`config.mk`:
```
export PLATFORM = sky130hd
export DESIGN_NAME = escaped_frame_decoder
export DESIGN_NICKNAME = d
export VERILOG_FILES = /design/src/hw/rtl/efd_pkg.sv /design/src/hw/rtl/efd_in_stage.sv /design/src/hw/rtl/efd_decode.sv /design/src/hw/rtl/efd_out_reg.sv /design/src/hw/rtl/escaped_frame_decoder.sv
export SDC_FILE = /design/constraint.sdc
export NUM_CORES = 1
export LEC_CHECK = 0
export BUFFER_PORTS_ARGS = -buffer_cell sky130_fd_sc_hd__clkbuf_2
export CAP_MARGIN = 25
export CORE_MARGIN = 3
export CORE_UTILIZATION = 55
export DETAILED_ROUTE_END_ITERATION = 8
export PLACE_DENSITY = 0.84
export SLEW_MARGIN = 40
export SYNTH_ARGS = -nofsm -noshare
export SYNTH_HDL_FRONTEND = slang
export SYNTH_SLANG_ARGS = --single-unit
```
`constraint.sdc`:
```
create_clock -name clk -period 4 [get_ports clk]
set_clock_uncertainty 0.05 [all_clocks]
set_input_delay 0.2 -clock clk [delete_from_list [all_inputs] [get_ports clk]]
set_output_delay 0.2 -clock clk [all_outputs]
set_load 0.02 [all_outputs]
```
`src/hw/rtl/efd_pkg.sv`:
```
package efd_pkg;

	// Escape prefix and the codes that may follow it
	localparam logic [7:0] ESC_PREFIX  = 8'h55;
	localparam logic [7:0] ESC_START   = 8'h01;
	localparam logic [7:0] ESC_LITERAL = 8'h02;
	localparam logic [7:0] ESC_END     = 8'h03;

	// Result kinds
	localparam logic [1:0] KIND_DATA     = 2'd0;
	localparam logic [1:0] KIND_ACCEPT   = 2'd1;
	localparam logic [1:0] KIND_CSUM_ERR = 2'd2;
	localparam logic [1:0] KIND_OVERFLOW = 2'd3;

	localparam logic [15:0] MAX_LENGTH_RESET = 16'd256;

	// One result transaction
	typedef struct packed {
		logic [1:0]  kind;
		logic [7:0]  data_byte;
		logic [15:0] frame_length;
	} efd_result_t;

	// Decoder step outcome handed to the output register
	typedef struct packed {
		logic        has_result;
		efd_result_t result;
	} efd_step_t;

endpackage

```
`src/hw/rtl/efd_in_stage.sv`:
```
module efd_in_stage (
	input  logic       clk,
	input  logic       arst_n,
	input  logic       in_valid,
	output logic       in_stall,
	input  logic [7:0] rx_byte,
	input  logic       advance,
	output logic       valid_s1,
	output logic [7:0] byte_s1
);

	logic load;

	// hold while the registered byte cannot move on
	assign in_stall = valid_s1 && !advance;
	assign load     = in_valid && !in_stall;

	always_ff @(posedge clk or negedge arst_n) begin
		if (!arst_n) begin
			valid_s1 <= 1'b0;
		end else if (load) begin
			valid_s1 <= 1'b1;
		end else if (advance) begin
			valid_s1 <= 1'b0;
		end
	end

	// payload, no reset
	always_ff @(posedge clk) begin
		if (load) begin
			byte_s1 <= rx_byte;
		end
	end

endmodule

```
`src/hw/rtl/efd_decode.sv`:
```
module efd_decode (
	input  logic             clk,
	input  logic             arst_n,
	input  logic             cfg_write,
	input  logic [15:0]      cfg_data,
	input  logic             advance,
	input  logic [7:0]       byte_s1,
	output efd_pkg::efd_step_t step
);
	import efd_pkg::*;

	logic [15:0] max_length_q;
	logic        esc_q;
	logic [15:0] count_q;
	logic [7:0]  sum_q;
	logic [7:0]  last_q;

	logic        esc_d;
	logic [15:0] count_d;
	logic [7:0]  sum_d;
	logic [7:0]  last_d;
	logic        store;
	logic [7:0]  store_byte;
	logic        clear;

	// frame length limit register
	always_ff @(posedge clk or negedge arst_n) begin
		if (!arst_n) begin
			max_length_q <= MAX_LENGTH_RESET;
		end else if (cfg_write) begin
			max_length_q <= cfg_data;
		end
	end

	// decode one byte against the escape state
	always_comb begin
		step       = '0;
		esc_d      = esc_q;
		store      = 1'b0;
		store_byte = byte_s1;
		clear      = 1'b0;
		if (esc_q) begin
			esc_d = 1'b0;
			unique case (byte_s1)
				ESC_START: begin
					clear = 1'b1;
				end
				ESC_LITERAL: begin
					store      = 1'b1;
					store_byte = ESC_PREFIX;
				end
				ESC_END: begin
					clear           = 1'b1;
					step.has_result = 1'b1;
					if (count_q != 16'd0 && sum_q == last_q) begin
						step.result.kind         = KIND_ACCEPT;
						step.result.frame_length = count_q;
					end else begin
						step.result.kind = KIND_CSUM_ERR;
					end
				end
				default: begin
					store = 1'b1;
				end
			endcase
		end else if (count_q >= max_length_q) begin
			// overflow: drop the byte and restart the frame
			clear            = 1'b1;
			step.has_result  = 1'b1;
			step.result.kind = KIND_OVERFLOW;
		end else if (byte_s1 == ESC_PREFIX) begin
			esc_d = 1'b1;
		end else begin
			store = 1'b1;
		end

		if (store) begin
			step.has_result       = 1'b1;
			step.result.kind      = KIND_DATA;
			step.result.data_byte = store_byte;
		end
	end

	// frame counters; the sum trails by one stored byte
	always_comb begin
		count_d = count_q;
		sum_d   = sum_q;
		last_d  = last_q;
		if (clear) begin
			count_d = '0;
			sum_d   = '0;
			last_d  = '0;
		end else if (store) begin
			if (count_q != 16'd0) begin
				sum_d = sum_q + last_q;
			end
			last_d  = store_byte;
			count_d = count_q + 16'd1;
		end
	end

	always_ff @(posedge clk or negedge arst_n) begin
		if (!arst_n) begin
			esc_q   <= 1'b0;
			count_q <= '0;
			sum_q   <= '0;
			last_q  <= '0;
		end else if (advance) begin
			esc_q   <= esc_d;
			count_q <= count_d;
			sum_q   <= sum_d;
			last_q  <= last_d;
		end
	end

endmodule

```
`src/hw/rtl/efd_out_reg.sv`:
```
module efd_out_reg (
	input  logic               clk,
	input  logic               arst_n,
	input  logic               advance,
	input  efd_pkg::efd_step_t step,
	output logic               out_free,
	output logic               out_valid,
	input  logic               out_stall,
	output logic [1:0]         kind,
	output logic [7:0]         data_byte,
	output logic [15:0]        frame_length
);
	import efd_pkg::*;

	logic        valid_q;
	efd_result_t result_q;

	// room for a new result when empty or the held one is taken now
	assign out_free = !valid_q || !out_stall;

	always_ff @(posedge clk or negedge arst_n) begin
		if (!arst_n) begin
			valid_q <= 1'b0;
		end else if (advance) begin
			valid_q <= step.has_result;
		end else if (!out_stall) begin
			valid_q <= 1'b0;
		end
	end

	always_ff @(posedge clk) begin
		if (advance && step.has_result) begin
			result_q <= step.result;
		end
	end

	assign out_valid    = valid_q;
	assign kind         = result_q.kind;
	assign data_byte    = result_q.data_byte;
	assign frame_length = result_q.frame_length;

endmodule

```
`src/hw/rtl/escaped_frame_decoder.sv`:
```
// Byte-stuffed frame decoder with 8-bit additive checksum.
// An accepted byte is registered in the input stage, then decoded into the output register.
// Throughput: one byte per cycle; only a stalled output register holds the input.
// Reset (arst_n, async, active low): escape, count and sums cleared, max_length 256.
// Bytes that give no result (prefix, start marker) still pass the output stage once.
module escaped_frame_decoder (
	input  logic        clk,
	input  logic        arst_n,
	input  logic        cfg_write,
	input  logic [15:0] cfg_data,
	input  logic        in_valid,
	output logic        in_stall,
	input  logic [7:0]  rx_byte,
	output logic        out_valid,
	input  logic        out_stall,
	output logic [1:0]  kind,
	output logic [7:0]  data_byte,
	output logic [15:0] frame_length
);
	import efd_pkg::*;

	logic      valid_s1;
	logic [7:0] byte_s1;
	logic      out_free;
	logic      advance;
	efd_step_t step;

	// registered byte moves into the decoder when the result slot is free
	assign advance = valid_s1 && out_free;

	efd_in_stage u_in_stage (
		.clk      (clk),
		.arst_n   (arst_n),
		.in_valid (in_valid),
		.in_stall (in_stall),
		.rx_byte  (rx_byte),
		.advance  (advance),
		.valid_s1 (valid_s1),
		.byte_s1  (byte_s1)
	);

	efd_decode u_decode (
		.clk       (clk),
		.arst_n    (arst_n),
		.cfg_write (cfg_write),
		.cfg_data  (cfg_data),
		.advance   (advance),
		.byte_s1   (byte_s1),
		.step      (step)
	);

	efd_out_reg u_out_reg (
		.clk          (clk),
		.arst_n       (arst_n),
		.advance      (advance),
		.step         (step),
		.out_free     (out_free),
		.out_valid    (out_valid),
		.out_stall    (out_stall),
		.kind         (kind),
		.data_byte    (data_byte),
		.frame_length (frame_length)
	);

endmodule

```
# Word-level counts from Yosys, hierarchy flattened
# Cells that the tools add are included.
word_totals:
  out_inout_bits: 28
  ff_bits: 85
  inputBits: 29
classes:
  muxes: 28
  n_reduce_logical: 18
  n_lt_le_gt_ge: 1
  eq_ne: 6
  add_sub_neg: 2
op_table:
  columns: ["op", "count"]
  rows:
  - ["8-bit two-way mux", 7]
  - ["16-bit two-way mux", 2]
  - ["16-bit by 1-bit adder with 16-bit output (second input constant)", 1]
  - ["8-bit by 2-bit equality test with 1-bit output (second input constant)", 2]
  - ["16-bit greater-or-equal comparator", 1]
  - ["16-bit nonzero test", 1]
  - ["1-bit two-way mux", 14]
  - ["11-bit two-way mux", 1]
  - ["3-bit two-way mux", 3]
  - ["8-bit adder", 1]
  - ["8-bit by 1-bit equality test with 1-bit output (second input constant)", 1]
  - ["8-bit by 7-bit equality test with 1-bit output (second input constant)", 1]
  - ["8-bit equality test", 1]
  - ["3-bit AND reduction", 2]
  - ["2-bit nonzero test", 3]
  - ["1-bit logical AND", 5]
  - ["1-bit logical NOT", 4]
  - ["2-bit two-way mux", 1]
  - ["2-bit by 1-bit inequality test with 1-bit output (second input constant)", 1]
  - ["2-bit AND reduction", 1]
  - ["2-bit OR reduction", 1]
  - ["1-bit logical OR", 1]

# Logic depth before layout (Yosys ltp)
logic_depth:
  ltp_word: 8
  depth_mapped: 10
  ltp_nobuf: 9

# Hierarchy
# A second synthesis with hierarchy kept.
unflattened:
  hier_cells: 388
  hier_area_um2: 4247.8
by_module_without_submodules:
  columns: ["module", "seq_area_each_um2", "cells_each", "area_per_inst_um2", "instances"]
  rows:
  - ["efd_decode", 1227.4, 344, 3118.0, 1]
  - ["efd_out_reg", 805.8, 30, 825.8, 1]
  - ["efd_in_stage", 265.3, 13, 297.8, 1]
  - ["escaped_frame_decoder", 0.0, 1, 6.3, 1]

# Worst setup path before layout
# OpenSTA, ideal clock, no wires.
synth_timing:
  path_kind: "register to register"
  from: "reg u_decode.count_q[11]"
  to: "reg u_out_reg.result_q (netlist bit u_out_reg.data_byte[0]) (enable)"
  synth_period_minus_slack_ps: 3548
  stages_incl_launch_ff: 9
  arrival_ps: 3089
  setup_slack_ps: 452
  t_required_ps: 3541
  path_buffers: 0
  path_cell_list: "dfrtp_1 ha_1 and2_0 a221o_1 a21oi_2 o21ai_2 o31a_1 and3_1 nor2_1"
synth_between:
  elab_chain_cells: 5
  elab_cells_between_ends: 7
synth_lines:
  columns: ["item", "line", "source"]
  rows:
  - ["from (decl)", "efd_decode.sv:14", "logic [15:0] count_q;"]
  - ["from (signal assigned)", "efd_decode.sv:110", "count_q <= count_d;"]
  - ["16-bit greater-or-equal comparator (*)", "efd_decode.sv:66", "end else if (count_q >= max_length_q) begin"]
  - ["3-bit two-way mux / 1-bit two-way mux (equally long branches)", "efd_decode.sv:66", null]
  - ["3-bit two-way mux / 1-bit two-way mux (equally long branches)", "efd_decode.sv:42", "if (esc_q) begin"]
  - ["11-bit two-way mux (*)", "efd_decode.sv:77", "if (store) begin"]
  - ["1-bit logical AND (*)", "efd_out_reg.sv:32", "if (advance && step.has_result) begin"]
  - ["to (signal assigned)", "efd_out_reg.sv:33", "result_q <= step.result;"]
  - ["to (decl)", "efd_out_reg.sv:16", "efd_result_t result_q;"]
# Mark *: on every way between the ends. The rest lies on a longest branch, timed or not.
# A chain may end at the register's enable or synchronous reset.

# Final worst setup path
layout_timing:
  from: "reg u_decode.count_q[2]"
  to: "reg u_decode.count_q[10]"
layout_between:
  elab_chain_cells: 5
  elab_cells_between_ends: 10
layout_lines:
  columns: ["item", "line"]
  rows:
  - ["16-bit greater-or-equal comparator", "efd_decode.sv:66"]
  - ["1-bit two-way mux", "efd_decode.sv:66"]
  - ["1-bit two-way mux", "efd_decode.sv:42"]
  - ["2-bit nonzero test (no line)", null]
  - ["2-bit AND reduction (no line)", null]
# Several ways; a longest one is shown, not always the timed one. The select of a mux whose other input is x is not followed.

==> qor.txt <==
Part of the cycle the worst path needs: 75.5%
Avg Cell Area, Syn: 10.8 µm²
Setup total negative slack: 0 ns
Slew @ Worst Pin: 0.660 ns
Biggest area consumer among synthesized cells: dfrtp_1
Fin Hold WS: 0.00423 ns
Worst-Skew Late Latency: 0.35 ns
Crit Path Class: flip-flop to flip-flop
Die footprint: 8710 µm²
Pwr Total: 2.71 mW
Routability congestion estimate: 0.912
Multi-input gate area: 1730 µm²
Root buffer cell: clkbuf_8
Cell Rows: 31
Final min period: 3.02 ns
Switching fraction of total power: 35.5%
Filler instances: 533
Final Routed Wirelength: 8.68 mm
Critical Path Source: u_decode.count_q[2]
Pre-CTS WS: 1.06 ns
Reg2reg end: u_decode.count_q[10]
CORE AREA: 7330 µm²
GR met1 Demand/Resource: 29.1%
Compound-gate portion of the synthesized area: 12.3%
CTS sink count: 85
Setup Fix Bufs, Post-CTS: 0
VDD IR max: 0.267 mV
Arr. time, crit path: 3.21 ns
Yosys reg bits: 85
Gr ovfl total: 0
Number of DRC markers in iteration 0: 215
Power Density: 554 nW/µm²
P_int: 1.75 mW
RSZ-0062 raised after global routing: false
Number of diodes: 0
Buf/Inv on CP: 0
Max-cap viol count: 0
Simple-gate share of the synthesized area: 17.1%
Final Max Tran Viols: 0
Crit path to: u_decode.count_q[10]
Die Y-Extent: 93.3 µm
Top cell family by delay on the critical path: compound AO/OA/AOI/OAI gates
Hpwl dp: 6.25 mm
Mux contribution to synthesized area: 1.82%
CTS tree: done
Routed Antenna Nets: 0
# DRC: 0
Reg clk slew, reported paths: 0.09 ns
Sequential Power Share: 46.3%
R2R depth: 8
Port bufs: 56
Total vias in the final route: 3199
Chip Width: 93.3 µm
Antenna violations before repair: 0
GRT busiest layer: met2
Final hold vios: 0
Critical Path Max Stage Delay: 0.47 ns
Dpl cell area: 4580 µm²
Synth Area in XOR/XNOR: 2.09%
Startpoint Class: flip-flop
Starting Density: 57.2%
Ports: 57
Drt pass-1 iters: 5
Rel. slew slack: 56.0%
Area growth, synth to finish: 16.7%
Cells after synthesis: 389
First-pass GRT wire length: 14.4 mm
Asr flop ratio synth: 60.0%
Clk buf depth: 2
Mapped Area: 4200 µm²
FF/Latch Area: 2300 µm²
Layout cells sized above 1: 20.2%
Clock power share: 22.6%
Crit-path max FO: 16
Post-synth EDFFs: 34
Synth Area in Adders: 7.93%
Critical R2R Launch: u_decode.count_q[2]
Yosys top cell area share: 29.8%
NetSw: 0.962 mW
Vias per cell: 5.66
Sequential area share after synthesis: 54.8%
R2R Setup Slk: 0.98 ns
FMAX: 331 MHz
CP endpoint kind: flip-flop
P_leak: 2.23 nW
Met3 Track Usage GR: 3.70%
Run status: finished clean
Overall routing resource usage: 21.3%
Hold Crit Class: primary input to flip-flop
Met2 global-route usage: 33.8%
Post-synth cell types: 52
Total CTS buffers: 9
CP Depth: 8
Largest family of logic cells by synthesized area: simple AND/OR/NAND/NOR gates
Final Cell Area: 4890 µm²
CP max-delay cell: a22oi_4
Number of global-route vias before repair: 3068
Synth area leaders: dfrtp_1, edfxtp_1, ha_1, nand2_1, o21ai_0
Final WS setup: 0.981 ns
Largest net degree at the start of global routing: 52
H-tree Lvls: 3
Drt wl/cell: 15.4 µm
Nets: 516
Setup Viol. Count Final: 0
Yosys warns: 0
Most used flip-flop cell after synthesis: dfrtp_1
WP data required: 4.19 ns
Syn Nets: 444
Sequence of cells on the critical path: ha_1 -> a211oi_1 -> o21ai_0 -> a21oi_1 -> o21ai_2 -> a22oi_4 -> nand3_2 -> o41ai_1
Combinational group share of total power: 31.1%
==> layout make-up <==
cell class,instances,area share (%)
clock buffers,10,2.81
clock inverters,6,1.23
inverters,32,2.45
multi-input cells,262,35.4
flip-flops and latches,85,47.0
well taps,99,2.53
repair buffers,71,8.64
==> worst min-delay path: cells and delay by family <==
family | cells | cell delay [ns]
buffers and inverters | 1 | 0.08
AO/OA/AOI/OAI | 1 | 0.06
AND/OR/NAND/NOR | 1 | 0.04
==> per-stage QoR <==
stage	utilization, %	std cells
4_1_cts	66.8	565
3_5_place_dp	62.4	537
3_3_place_gp	62.4	537
6_report	66.8	565
2_1_floorplan	-	389
5_1_grt	66.8	565
==> cell usage in the layout (no fill, tap or decap), types with 2 or more instances in the layout <==
cell type and instances:
mux2_2 5, nand2_1 45, o21ai_0 27, a22o_1 7, nor3_1 9, o22ai_1 7, nor2_2 3, a22oi_1 2
clkbuf_8 10, clkinv_2 3, nor4_1 5, a221o_1 2, inv_1 31, a21o_1 5, nand4_1 9, and2_1 15
dfrtp_1 50, nor2_1 23, nand3_1 15, buf_4 3, a21oi_1 18, xor2_1 8, clkbuf_2 56, and3_1 2
ha_1 25, mux2i_1 2, nor2b_1 3, dlygate4sd3_1 12, edfxtp_1 34, xnor2_1 2, o41ai_1 2
==> cell usage after synthesis (6+ instances only) <==
cell type,count
xor2_1,8
a21oi_1,18
nor2_1,24
clkbuf_1,6
inv_1,31
ha_1,25
o22ai_1,7
nor3_1,9
nand4_1,9
edfxtp_1,34
a22o_1,7
nand3_1,15
dfrtp_1,50
o21ai_0,27
nand2_1,45
and2_1,15
==> cell families (layout without fill, tap and decap cells) <==
group	after synthesis	in the layout
and+or+nand+nor	140	140
muxes	7	7
DFF	85	85
xor gates and xnor gates	10	10
AOI/OAI and AO/OA	79	79
adders and majority gates	26	26
buffers and inverters	42	119
==> what timing repair did <==
action                                  in CTS  in global routing
endpoints found under the setup margin       0                  0
hold endpoints to repair                    61                  0
gates resized for setup                      0                  0
hold buffers                                12                  0
==> registers in the layout, indices dropped and copies added, names as in the netlist <==
register,flops
u_decode.count_q,16
u_decode.max_length_q,16
u_out_reg.frame_length,16
u_decode.last_q,8
u_decode.sum_q,8
u_in_stage.byte_s1,8
u_out_reg.data_byte,8
u_out_reg.kind,2
u_decode.esc_q,1
u_in_stage.valid_s1,1
u_out_reg.out_valid,1
==> power groups by stage <==
stage | clock network, mW | logic, mW | registers, mW
2_1_floorplan | 0 | 0.590 | 1.26
3_3_place_gp | 0 | 0.784 | 1.26
3_5_place_dp | 0 | 0.827 | 1.27
4_1_cts | 0.619 | 0.841 | 1.25
5_1_grt | 0.652 | 0.945 | 1.28
6_report | 0.614 | 0.843 | 1.26
==> metal layers <==
metal	up-vias	share of wire [%]
met5	-	0
met4	0	2.3
met3	23	6.6
met2	131	49
met1	1518	43
li1	1527	-
==> how the worst min path moves through the flow <==
stage          slack (ns)  cells past startpoint    startpoint                   endpoint
2_1_floorplan       -0.15                      0        arst_n        u_decode.count_q[0]
3_3_place_gp         0.30                      2        arst_n   u_decode.max_length_q[4]
3_5_place_dp         0.30                      2        arst_n   u_decode.max_length_q[4]
4_1_cts         0.0000008                      3  cfg_data[12]  u_decode.max_length_q[12]
5_1_grt              0.01                      3   cfg_data[4]   u_decode.max_length_q[4]
6_report            0.004                      3   cfg_data[7]   u_decode.max_length_q[7]
Note: power is estimated with default switching activity, not from simulation.
